[config.mk]
export PLATFORM = sky130hd
export DESIGN_NAME = iphc_judge_flat
export DESIGN_NICKNAME = d
export VERILOG_FILES = /design/src/rtl/iphc_pkg.sv /design/src/rtl/iphc_status_if.sv /design/src/rtl/iphc_judge.sv /design/src/flat_wrapper.sv
export SDC_FILE = /design/constraint.sdc
export NUM_CORES = 1
export LEC_CHECK = 0
export ABC_AREA = 1
export BUFFER_PORTS_ARGS = -buffer_cell sky130_fd_sc_hd__buf_4
export CAP_MARGIN = 5
export CORE_MARGIN = 2
export CORE_UTILIZATION = 51
export CTS_CLUSTER_DIAMETER = 50
export CTS_CLUSTER_SIZE = 10
export DETAILED_ROUTE_END_ITERATION = 7
export GPL_ROUTABILITY_DRIVEN = 0
export PLACE_DENSITY = 0.83
export SYNTH_ARGS = -nofsm -noshare
export SYNTH_HDL_FRONTEND = slang
export SYNTH_SLANG_ARGS = --single-unit
[constraint.sdc]
create_clock -name clk -period 2.5 [get_ports clk]
set_input_delay 0.5 -clock clk [delete_from_list [all_inputs] [get_ports clk]]
set_output_delay 0.5 -clock clk [all_outputs]
set_load 0.005 [all_outputs]
[src/rtl/iphc_pkg.sv]
`default_nettype none
package iphc_pkg;

	localparam int SIZE_BITS     = 16;
	localparam int SUM_BITS      = 20;
	localparam int NUM_WORDS     = 10;
	localparam int COUNT_BITS    = 4;

	localparam logic [COUNT_BITS-1:0] IDX_FIRST    = 4'd0;
	localparam logic [COUNT_BITS-1:0] IDX_TOTLEN   = 4'd1;
	localparam logic [COUNT_BITS-1:0] IDX_TTL      = 4'd4;
	localparam logic [COUNT_BITS-1:0] IDX_CHECKSUM = 4'd5;
	localparam logic [COUNT_BITS-1:0] IDX_LAST     = 4'(NUM_WORDS - 1);

	localparam logic [3:0]  VERSION_V4 = 4'd4;
	localparam logic [3:0]  VERSION_V6 = 4'd6;
	localparam logic [3:0]  MIN_IHL    = 4'd5;
	localparam logic [15:0] MIN_TOTAL  = 16'd20;
	localparam logic [7:0]  MIN_TTL    = 8'd2;

	typedef enum logic [2:0] {
		ST_OK       = 3'd0,
		ST_VERSION  = 3'd1,
		ST_HDRLEN   = 3'd2,
		ST_TOTLEN   = 3'd3,
		ST_TTL      = 3'd4,
		ST_CHECKSUM = 3'd5
	} status_t;

	typedef struct packed {
		logic [SUM_BITS-1:0]  sum;
		logic [7:0]           version_ihl;
		logic [15:0]          total_length;
		logic [7:0]           time_to_live;
		logic [15:0]          stored_checksum;
		logic [SIZE_BITS-1:0] frame_size;
	} hdr_t;

endpackage
`default_nettype wire

[src/rtl/iphc_status_if.sv]
`default_nettype none
interface iphc_status_if;
	logic        valid;
	logic        ready;
	logic [2:0]  status;
	logic [15:0] computed_checksum;

	modport source (output valid, output status, output computed_checksum, input ready);
	modport sink   (input valid, input status, input computed_checksum, output ready);
endinterface
`default_nettype wire

[src/rtl/iphc_judge.sv]
`default_nettype none
module iphc_judge (
	input  wire logic           clk,
	input  wire logic           arst_n,
	input  wire logic           hdr_valid,
	input  wire iphc_pkg::hdr_t hdr,
	output logic                hdr_ready,
	iphc_status_if.source       result
);
	import iphc_pkg::*;

	logic [16:0] fold1;
	logic [16:0] fold2;
	logic [15:0] computed;
	logic [3:0]  version;
	logic [3:0]  ihl;
	logic [SIZE_BITS-1:0] ihl_bytes;
	logic [SIZE_BITS-1:0] total_ext;
	status_t     status_d;
	status_t     status_q;
	logic [15:0] checksum_q;
	logic        result_valid_q;
	logic        hdr_take;

	assign fold1    = 17'(hdr.sum[15:0]) + 17'(hdr.sum[SUM_BITS-1:16]);
	assign fold2    = 17'(fold1[15:0]) + 17'(fold1[16]);
	assign computed = ~fold2[15:0];

	assign version   = hdr.version_ihl[7:4];
	assign ihl       = hdr.version_ihl[3:0];
	assign ihl_bytes = SIZE_BITS'({ihl, 2'b00});
	assign total_ext = SIZE_BITS'(hdr.total_length);

	always_comb begin
		if (version != VERSION_V4 && version != VERSION_V6)
			status_d = ST_VERSION;
		else if (ihl < MIN_IHL || ihl_bytes > hdr.frame_size)
			status_d = ST_HDRLEN;
		else if (hdr.total_length < MIN_TOTAL || total_ext > hdr.frame_size)
			status_d = ST_TOTLEN;
		else if (hdr.time_to_live < MIN_TTL)
			status_d = ST_TTL;
		else if (hdr.stored_checksum == 16'd0)
			status_d = ST_OK;
		else if (computed != hdr.stored_checksum)
			status_d = ST_CHECKSUM;
		else
			status_d = ST_OK;
	end

	assign hdr_ready = !result_valid_q || result.ready;
	assign hdr_take  = hdr_valid && hdr_ready;

	always_ff @(posedge clk or negedge arst_n) begin
		if (!arst_n) begin
			result_valid_q <= 1'b0;
		end else if (hdr_ready) begin
			result_valid_q <= hdr_valid;
		end
	end

	always_ff @(posedge clk) begin
		if (hdr_take) begin
			status_q   <= status_d;
			checksum_q <= computed;
		end
	end

	assign result.valid             = result_valid_q;
	assign result.status            = status_q;
	assign result.computed_checksum = checksum_q;

	a_fold_done: assert property (@(posedge clk) disable iff (!arst_n)
		hdr_valid |-> !fold2[16])
		else $error("checksum fold left a carry");

	a_take_loads: assert property (@(posedge clk) disable iff (!arst_n)
		hdr_take |=> result_valid_q)
		else $error("header taken but no result loaded");

endmodule
`default_nettype wire

[src/flat_wrapper.sv]
// flat-port wrapper written by rule: the top's interface ports become plain ports
module iphc_judge_flat import iphc_pkg::*;
  (clk, arst_n, hdr_valid, hdr, hdr_ready, result_valid, result_status, result_computed_checksum, result_ready);
  iphc_status_if result_i ();
  input  wire logic clk;
  input  wire logic arst_n;
  input  wire logic hdr_valid;
  input  wire iphc_pkg::hdr_t hdr;
  output logic hdr_ready;
  output wire logic [$bits(result_i.valid)-1:0] result_valid;
  output wire logic [$bits(result_i.status)-1:0] result_status;
  output wire logic [$bits(result_i.computed_checksum)-1:0] result_computed_checksum;
  input wire logic [$bits(result_i.ready)-1:0] result_ready;
  assign result_valid = result_i.valid;
  assign result_status = result_i.status;
  assign result_computed_checksum = result_i.computed_checksum;
  assign result_i.ready = result_ready;
  iphc_judge u_core (.clk(clk), .arst_n(arst_n), .hdr_valid(hdr_valid), .hdr(hdr), .hdr_ready(hdr_ready), .result(result_i));
endmodule
# == Word level (Yosys, flattened, before mapping) ==
# Index checks and enable logic that the tools add are counted.
# word_totals
input_bits,88
ff_bits,20
output_inout_bits,21
word_cells,28
# classes
mux,5
n_lt_le_gt_ge,5
n_bitwise,1
reduce_logical,8
eq_ne,3
add_sub_neg,2
# op_table
op,n
$add A16 B4 Y17,1
$add A16 B1 Y16,1
$gt A16 B16 Y1,1
$gt A6 B16 Y1,1
$logic_not A16 Y1,1
$lt A16 B5 Y1 const B,1
$ne A16 B16 Y1,1
$not A16 Y16,1
$mux W3,3
$lt A8 B2 Y1 const B,1
$ne A4 B3 Y1 const B,2
$lt A4 B3 Y1 const B,1
$mux W2,2
$logic_or A1 B1 Y1,3
$reduce_or A3 Y1,1
$logic_and A1 B1 Y1,2
$logic_not A1 Y1,1

# == Longest topological paths before layout ==
# Gate-level depths: netlist of the first run.
# depth
depth_word,9
depth_mapped,31
depth_no_buf,31

# == Worst setup path before layout of the first run ==
# OpenSTA, ideal clock, no wires.
# synth_path
path_type,input port to flip-flop
from,input port hdr[64] (netlist name)
to,"register u_core.status_q[0], in the netlist u_core.result.status[0] (data pin)"
path_buffers,0
cell_stages,31
required_ns,2.236
arrival_ns,3.325
path_slack_ns,-1.089
setup_time_ns,0.264
cell_sequence,ha_1 inv_1 fa_1 inv_2 nand2_2 nand2_2 nand2_2 nor2_4 nand4_1 nor2_1 ha_1 ha_1 inv_1 nor2_1 nand3_1 nor2_1 nand2_2 nand2_2 nand2_2 nand2_1 nand2_1 nor2_1 nand2_1 nor2_1 nand2_1 nor2_2 nand2_2 nand3_2 nand2_1 nand2_1 nand2_1
# synth_between
elab_chain_len,9
# synth_lines
element,line,rtl
"start, declared",flat_wrapper.sv:8,input wire iphc_pkg::hdr_t hdr;
$add A16 B4 Y17,iphc_judge.sv:25,assign fold1 = 17'(hdr.sum[15:0]) + 17'(hdr.sum[SUM_BITS-1:16]);
$add A16 B1 Y16,iphc_judge.sv:26,assign fold2 = 17'(fold1[15:0]) + 17'(fold1[16]);
$not A16 Y16,iphc_judge.sv:27,assign computed = ~fold2[15:0];
via u_core.computed[6],iphc_judge.sv:14,logic [15:0] computed;
$ne A16 B16 Y1,iphc_judge.sv:45,else if (computed != hdr.stored_checksum)
$mux W3,iphc_judge.sv:45,
$mux W3,iphc_judge.sv:43,else if (hdr.stored_checksum == 16'd0)
$mux W3,iphc_judge.sv:41,else if (hdr.time_to_live < MIN_TTL)
$mux W2,iphc_judge.sv:39,else if (hdr.total_length < MIN_TOTAL || total_ext > hdr.frame_size)
$mux W2,iphc_judge.sv:37,else if (ihl < MIN_IHL || ihl_bytes > hdr.frame_size)
"end signal, assigned",iphc_judge.sv:64,status_q <= status_d;
"end, declared",iphc_judge.sv:20,status_t status_q;
# The timed path passes the listed nets, and every way through them passes these cells.
# A chain may end at the register's enable or synchronous reset.

# == Final worst setup path of the first run ==
# layout_path
from,input port hdr[64] (netlist name)
to,"register u_core.status_q[0], in the netlist u_core.result.status[0] (data pin)"
# layout_between
elab_chain_len,9
# layout_lines
element,line
$add A16 B4 Y17,iphc_judge.sv:25
$add A16 B1 Y16,iphc_judge.sv:26
$not A16 Y16,iphc_judge.sv:27
$ne A16 B16 Y1,iphc_judge.sv:45
$mux W3,iphc_judge.sv:45
$mux W3,iphc_judge.sv:43
$mux W3,iphc_judge.sv:41
$mux W2,iphc_judge.sv:39
$mux W2,iphc_judge.sv:37
# Every way passes these cells.

==> results by group, run 1 <==
STA
  – WHS: 0.4560 ns
  – Slew HR: 28.23%
  – Setup TNS: -8.555 ns
  – Endpoints failing hold: 0
  – Final Setup Violations: 15
  – Slew Viols, Final: 0
  – Fin Clk Skew: 0.002003 ns
  – Worst Max-Slew Pin Slew: 1.067 ns
  – Fin crit share: 151.2%
  – Max Freq: 264.5 MHz
  – Fin crit period: 3.780 ns
  – RSZ-0062 raised after global routing: yes
  – Final worst setup slack: -1.280 ns

Final layout
  – FF+latch area: 595.6 um2
  – Layout cell share with drive strength beyond 1: 46.58%
  – Core Util, Final: 85.57%
  – Area Overhead vs Synth: 63.59%
  – Final instance area: 0.004683 mm2
  – Most common cell after layout, fill and taps aside: buf_4
  – N_diodes: 0
  – Nets@finish: 760
  – Final Non-Filler Cells: 716
  – Leading cell types in the layout, fill and taps excluded: buf_4 (189), nand2_1 (122), inv_1 (59)
  – Fillers: 297
  – Multi-input gate area: 0.002197 mm2

Global routing
  – GRT overflow: 0
  – Initial antenna violation count: 0
  – First-pass GRT wire length: 15.84 mm
  – Tot GR Track Use: 31.21%
  – Vias in the first global route: 3,799
  – Largest net degree at the start of global routing: 20

Clock network
  – Inserted Clock Buffers: 3
  – Depth of the CTS H-tree: 1
  – Clk sinks: 20
  – Worst skew pair latency: 0.27 ns
  – Reg clk slew, reported paths: 0.07 ns
  – CTS root buffer: clkbuf_8
  – CTS max path bufs: 2
  – CTS tree: yes

Setup path
  – Critical Path RT: 2.52 ns
  – Slowest-stage cell, CP: fa_2
  – Worst Setup End Kind: flip-flop
  – Crit Path Class: primary input to flip-flop
  – Critical path buffers and inverters: 4
  – CP max FO: 6
  – Crit-path leading delay family: simple AND/OR/NAND/NOR gates
  – CP max stage delay: 0.36 ns
  – Arr. time, crit path: 3.80 ns
  – Startpoint types: primary input

Route
  – Initial DRC count: 471
  – Routed WL: 12.01 mm
  – Routed Antenna Nets: 0
  – Via count: 4,135
  – Drt first pass iters: 8
  – Post-route DRC violation count: 0
  – Routed wire length per instance: 16.77 um
  – Vias per cell: 5.775

Synthesis
  – Area leader, netlist: edfxtp_1
  – Number of synthesized flops with an enable pin: 19
  – Net Count, Synth: 561
  – Cell variety after synth: 36
  – Sequential area share after synthesis: 20.80%
  – Flops & latches, synth: 20
  – Ys async rst share: 5.000%
  – Syn Area/Cell: 6.419 um2
  – Cell Area, Synth: 0.002863 mm2
  – Yosys warning count: 0
  – Syn Inst Count: 446
  – Synth Flop Type: edfxtp_1
  – Yosys top cell area share: 19.93%
  – Top post-synthesis cells by area: edfxtp_1 (20%), nand2_1 (18%), ha_1 (11%)

Floorplan
  – Die Area: 0.006228 mm2
  – I/O pin cnt: 109
  – Starting Density: 52.31%
  – CORE AREA: 0.005473 mm2
  – Die Width: 78.92 um
  – Die H: 78.92 um
  – Cell Rows: 27

Power
  – Pwr dens: 287.9 mW/mm2
  – Leak: 2.511 nW
  – VDD IR-drop max: 279.9 uV

Hold path
  – Hold WC Path Type: primary input to flip-flop

Status
  – Status: complete, but fails checks
  – Failing checks: negative setup slack

Flow run
  – Max-Cap Viols: 0

Place
  – DP Area: 0.004283 mm2
  – Post-placement cell count: 686
  – Hpwl dp: 7.404 mm
  – IO buf count: 106
[synth_stat cells (2+ instances only)]
| library cell | count |
|---|---|
| nand3b_1 | 4 |
| inv_2 | 8 |
| nor4_1 | 7 |
| nand4_1 | 5 |
| xor2_1 | 2 |
| nand2_1 | 141 |
| o21ai_0 | 2 |
| nor2_4 | 3 |
| ha_1 | 26 |
| nand3_1 | 60 |
| nor2_1 | 25 |
| nand2_4 | 3 |
| o21a_1 | 2 |
| nor3_1 | 7 |
| inv_1 | 61 |
| nand2_2 | 27 |
| edfxtp_1 | 19 |
| nand3_2 | 6 |
| nor2_2 | 12 |
| a21oi_1 | 10 |
[registers in the layout (all words and copies together), names as in the netlist]
register / cells
u_core.result.computed_checksum: 16
u_core.result.valid: 1
u_core.result.status: 3
[per-layer routing]
layer	up-vias	wire, um	track usage (%)
met5	-	0	0
met3	95	1121	3.864
met2	354	5862	58.72
met1	1834	4179	33.92
met4	0	843	16.55
li1	1852	-	-
[final cells by class]
cell class                 count  area share (%)
multi-input combinational    354           46.91
timing repair buffer         195           31.71
sequential                    20           12.72
tap                           72           1.924
clock buffer                   4          0.9618
inverter                      71           5.771
[metrics by stage]
step,power [mW],setup WS [ns]
after floorplan,0.6994,-0.9624
after global placement,0.9814,-1.120
after detailed placement,1.006,-1.264
after CTS,1.259,-0.9243
after global routing,1.410,-1.433
final,1.348,-1.280
[timing repair]
item	CTS	global route
setup buffers	18	8
setup endpoints to repair	13	15
gates resized for setup	15	26
gates cloned	0	0
endpoints found under the hold margin	0	1
pin swaps	26	8
hold buffers	0	1
[worst paths after layout]
path                                                       from                                            to  slack [ns]  cells after the start
max in group asynchronous                                arst_n               u_core.result.valid$_DFFE_PN0N_        1.87                      2
min in group asynchronous                                arst_n               u_core.result.valid$_DFFE_PN0N_        0.55                      2
worst min-delay path                                  hdr_valid               u_core.result.valid$_DFFE_PN0N_        0.46                      3
worst max register to register  u_core.result.valid$_DFFE_PN0N_  u_core.result.computed_checksum[0]$_DFFE_PP_        1.35                      2
worst min register to register  u_core.result.valid$_DFFE_PN0N_               u_core.result.valid$_DFFE_PN0N_        0.56                      2
worst max-delay path                                    hdr[64]         u_core.result.status[0]$_SDFFCE_PP1P_       -1.28                     30
[tightest hold or removal path, stage by stage]
cell     delay [ns]
buf_4          0.08
inv_1          0.06
nand2_1        0.06
[cell families after synthesis]
group | share of synthesized area (%)
AO/OA/AOI/OAI | 4.415
buffers and inverters | 9.615
flip-flops | 20.80
adder cells (fa/ha/maj) | 12.06
XOR/XNOR | 1.180
AND/OR/NAND/NOR | 51.92
[where the power goes]
group,internal [mW],leakage [nW],total [mW],switching (mW)
clock,0.114,0.0228,0.226,0.112
combinational,0.338,2.30,0.722,0.383
sequential,0.394,0.191,0.400,0.00635
No activity file was read; power rests on OpenSTA's default activity.
==> run 2: changes to the inputs <==
Settings changed: CORE_UTILIZATION 51 to 52, CTS_BUF_LIST from default to sky130_fd_sc_hd__clkbuf_8, PLACE_DENSITY 0.83 to 0.84.
==> run 2 against run 1 <==
The flow finishes with violations (negative hold slack, negative setup slack). First-iteration DRC count decreased by 6.6%. Sequential share of layout area decreased by 0.14 points. Power decreased by 0.96%. Global-route usage decreased by 0.86 points. Fmax decreased by 5.5%. Clock power decreased by 5%. Combinational power about the same. Register-to-register slack improved by 0.02 ns. Cell area increased by 1.1%. Final cell count increased by 0.70%. Largest power group unchanged.
==> results by group, run 2 (synthesis results as in run 1) <==
Status
  – Status: complete, but fails checks
  – Failing checks: negative hold slack, negative setup slack

STA
  – Slew HR: 65.71% (+37 points)
  – Final worst setup slack: -1.501 ns (-0.2208 ns)
  – RSZ-0062 raised after global routing: yes
  – Endpoints failing hold: 1 (+1)
  – WHS: -0.0001055 ns (-0.4561 ns)
  – Worst Max-Slew Pin Slew: 0.5133 ns (-0.5534 ns)
  – Fin Clk Skew: 0.001070 ns (-0.0009339 ns)
  – Fin crit share: 160.0% (+8.8 points)
  – Slew Viols, Final: 0 (unchanged)
  – Final Setup Violations: 15 (unchanged)
  – Fin crit period: 4.001 ns (+0.2208 ns)
  – Max Freq: 249.9 MHz (-5.5%)

Final layout
  – N_diodes: 0 (unchanged)
  – Most common cell after layout, fill and taps aside: buf_4
  – Area Overhead vs Synth: 65.38%
  – Number of flip-flops in the largest register: 16 (unchanged)
  – Core Util, Final: 87.59% (+2.0 points)
  – Final Non-Filler Cells: 721 (+0.70%)
  – Final instance area: 0.004735 mm2 (+1.1%)
  – Nets@finish: 765 (+0.66%)
  – Leading cell types in the layout, fill and taps excluded: buf_4 (190), nand2_1 (125), inv_1 (60)
  – Fillers: 283 (-4.7%)
  – Layout cell share with drive strength beyond 1: 46.69% (+0.10 points)

Floorplan
  – Die Width: 78.20 um (-0.92%)
  – CORE AREA: 0.005405 mm2 (-1.2%)
  – I/O pin cnt: 109 (unchanged)
  – Cell Rows: 27 (unchanged)
  – Die H: 78.20 um (-0.92%)
  – Die Area: 0.006114 mm2 (-1.8%)
  – Starting Density: 52.96% (+0.65 points)

Power
  – VDD IR-drop max: 185.2 uV (-34%)
  – NetSw: 0.4930 mW (-1.7%)
  – Clock share of power: 16.1% (-0.7 points)
  – Sw Share: 36.92% (-0.28 points)
  – Sequential power share: 30.1% (+0.4 points)
  – Power Internal: 0.8423 mW (-0.51%)
  – Pwr dens: 282.0 mW/mm2 (-2.0%)
  – Combinational power share: 53.9% (+0.4 points)
  – Leak: 2.569 nW (+2.3%)

Global routing
  – Tot GR Track Use: 30.36% (-0.86 points)
  – GRT overflow: 0 (unchanged)
  – Largest net degree at the start of global routing: 20 (unchanged)
  – Vias in the first global route: 3,720 (-2.1%)
  – First-pass GRT wire length: 15.39 mm (-2.8%)
  – Initial antenna violation count: 0 (unchanged)

Route
  – Vias per cell: 5.796 (+0.36%)
  – Routed Antenna Nets: 0 (unchanged)
  – Post-route DRC violation count: 0 (unchanged)
  – Routed WL: 12.15 mm (+1.2%)
  – Routed wire length per instance: 16.86 um (+0.51%)
  – Initial DRC count: 440 (-6.6%)
  – Drt first pass iters: 6 (-2)
  – Via count: 4,179 (+1.1%)

Clock network
  – CTS tree: yes
  – Clk sinks: 20 (unchanged)
  – Inserted Clock Buffers: 3 (unchanged)
  – CTS max path bufs: 2 (unchanged)
  – Worst skew pair latency: 0.26 ns (about the same)
  – Depth of the CTS H-tree: 1 (unchanged)
  – Reg clk slew, reported paths: 0.07 ns (about the same)
  – CTS root buffer: clkbuf_8

Place
  – Post-placement cell count: 690 (+0.58%)
  – DP Worst Slack: -1.241 ns (+0.02306 ns)
  – Hpwl dp: 7.376 mm (-0.38%)
  – DP Area: 0.004313 mm2 (+0.70%)
  – IO buf count: 106 (unchanged)

Setup path
  – Crit Path Class: primary input to flip-flop
  – Slowest-stage cell, CP: fa_2
  – Startpoint types: primary input
  – Most frequent cell on the critical path: nand2_1
  – Arr. time, crit path: 3.99 ns (+0.19 ns)
  – Crit-path leading delay family: simple AND/OR/NAND/NOR gates
  – CP Depth: 30 (unchanged)
  – CP max FO: 2 (-4)
  – Worst Setup End Kind: flip-flop
  – Critical Path RT: 2.49 ns (-0.03 ns)
  – CP max stage delay: 0.34 ns (-0.02 ns)
  – Worst r2r path cells: 2 (unchanged)
  – Critical path buffers and inverters: 4 (unchanged)

Hold path
  – Hold WC Path Type: primary input to asynchronous set/reset pin

Flow run
  – Max-Cap Viols: 0 (unchanged)
## run 2: path summary, 6_finish.rpt
| kind | startpoint | to | slack [ns] |
|---|---|---|---|
| max reg2reg | u_core.result.valid$_DFFE_PN0N_ | u_core.result.computed_checksum[1]$_DFFE_PP_ | 1.37 |
| max | hdr[80] | u_core.result.status[0]$_SDFFCE_PP1P_ | -1.50 |
| max in group asynchronous | arst_n | u_core.result.valid$_DFFE_PN0N_ | 2.42 |
| min | arst_n | u_core.result.valid$_DFFE_PN0N_ | -0.0001 |
| min in group clk | hdr_valid | u_core.result.valid$_DFFE_PN0N_ | 0.45 |
| min reg2reg | u_core.result.valid$_DFFE_PN0N_ | u_core.result.valid$_DFFE_PN0N_ | 0.57 |
## run 2: worst reg2reg max path, cell delays in order, from the launching register on
cell and delay, ns:
dfrtp_1 0.41, a21oi_2 0.14, buf_4 0.27
## run 2: layout make-up
type                       count  area, um2  area share [%]
clock inverter                 1      3.754         0.07928
clock buffer                   3      41.29          0.8721
sequential                    20      595.6           12.58
timing repair buffer         200       1539           32.51
multi-input combinational    354       2195           46.35
tap                           72      90.09           1.903
inverter                      71      270.3           5.708
## run 2: through the flow
| stage | TNS (ns) | power (mW) |
|---|---|---|
| 6_report | -10.16 | 1.335 |
| 5_1_grt | -11.80 | 1.393 |
| 4_1_cts | -5.001 | 1.246 |
| 3_5_place_dp | -9.501 | 1.012 |
| 3_3_place_gp | -7.923 | 0.9867 |
| 2_1_floorplan | -5.612 | 0.6994 |
## run 2: layer usage
layer | global-route usage, % | up-vias | routed length [um]
met5 | 0 | - | 0
met4 | 15.09 | 0 | 807
met3 | 2.529 | 102 | 1154
met2 | 57.33 | 352 | 5869
met1 | 33.91 | 1863 | 4321
li1 | - | 1862 | -
## run 2: power by group through the flow
stage                     Sequential, mW  Clock, mW  Combinational, mW
after global placement             0.407          0              0.580
after detailed placement           0.408          0              0.605
final                              0.401      0.215              0.719
after CTS                          0.400      0.208              0.638
after global routing               0.402      0.222              0.769
after floorplan                    0.410          0              0.289
## run 2: timing repair
item                       in CTS  in global routing
pin swaps                      15                 18
setup endpoints to repair      14                 15
gates resized for setup        17                 27
setup buffers                  17                 13
hold buffers                    0                  0
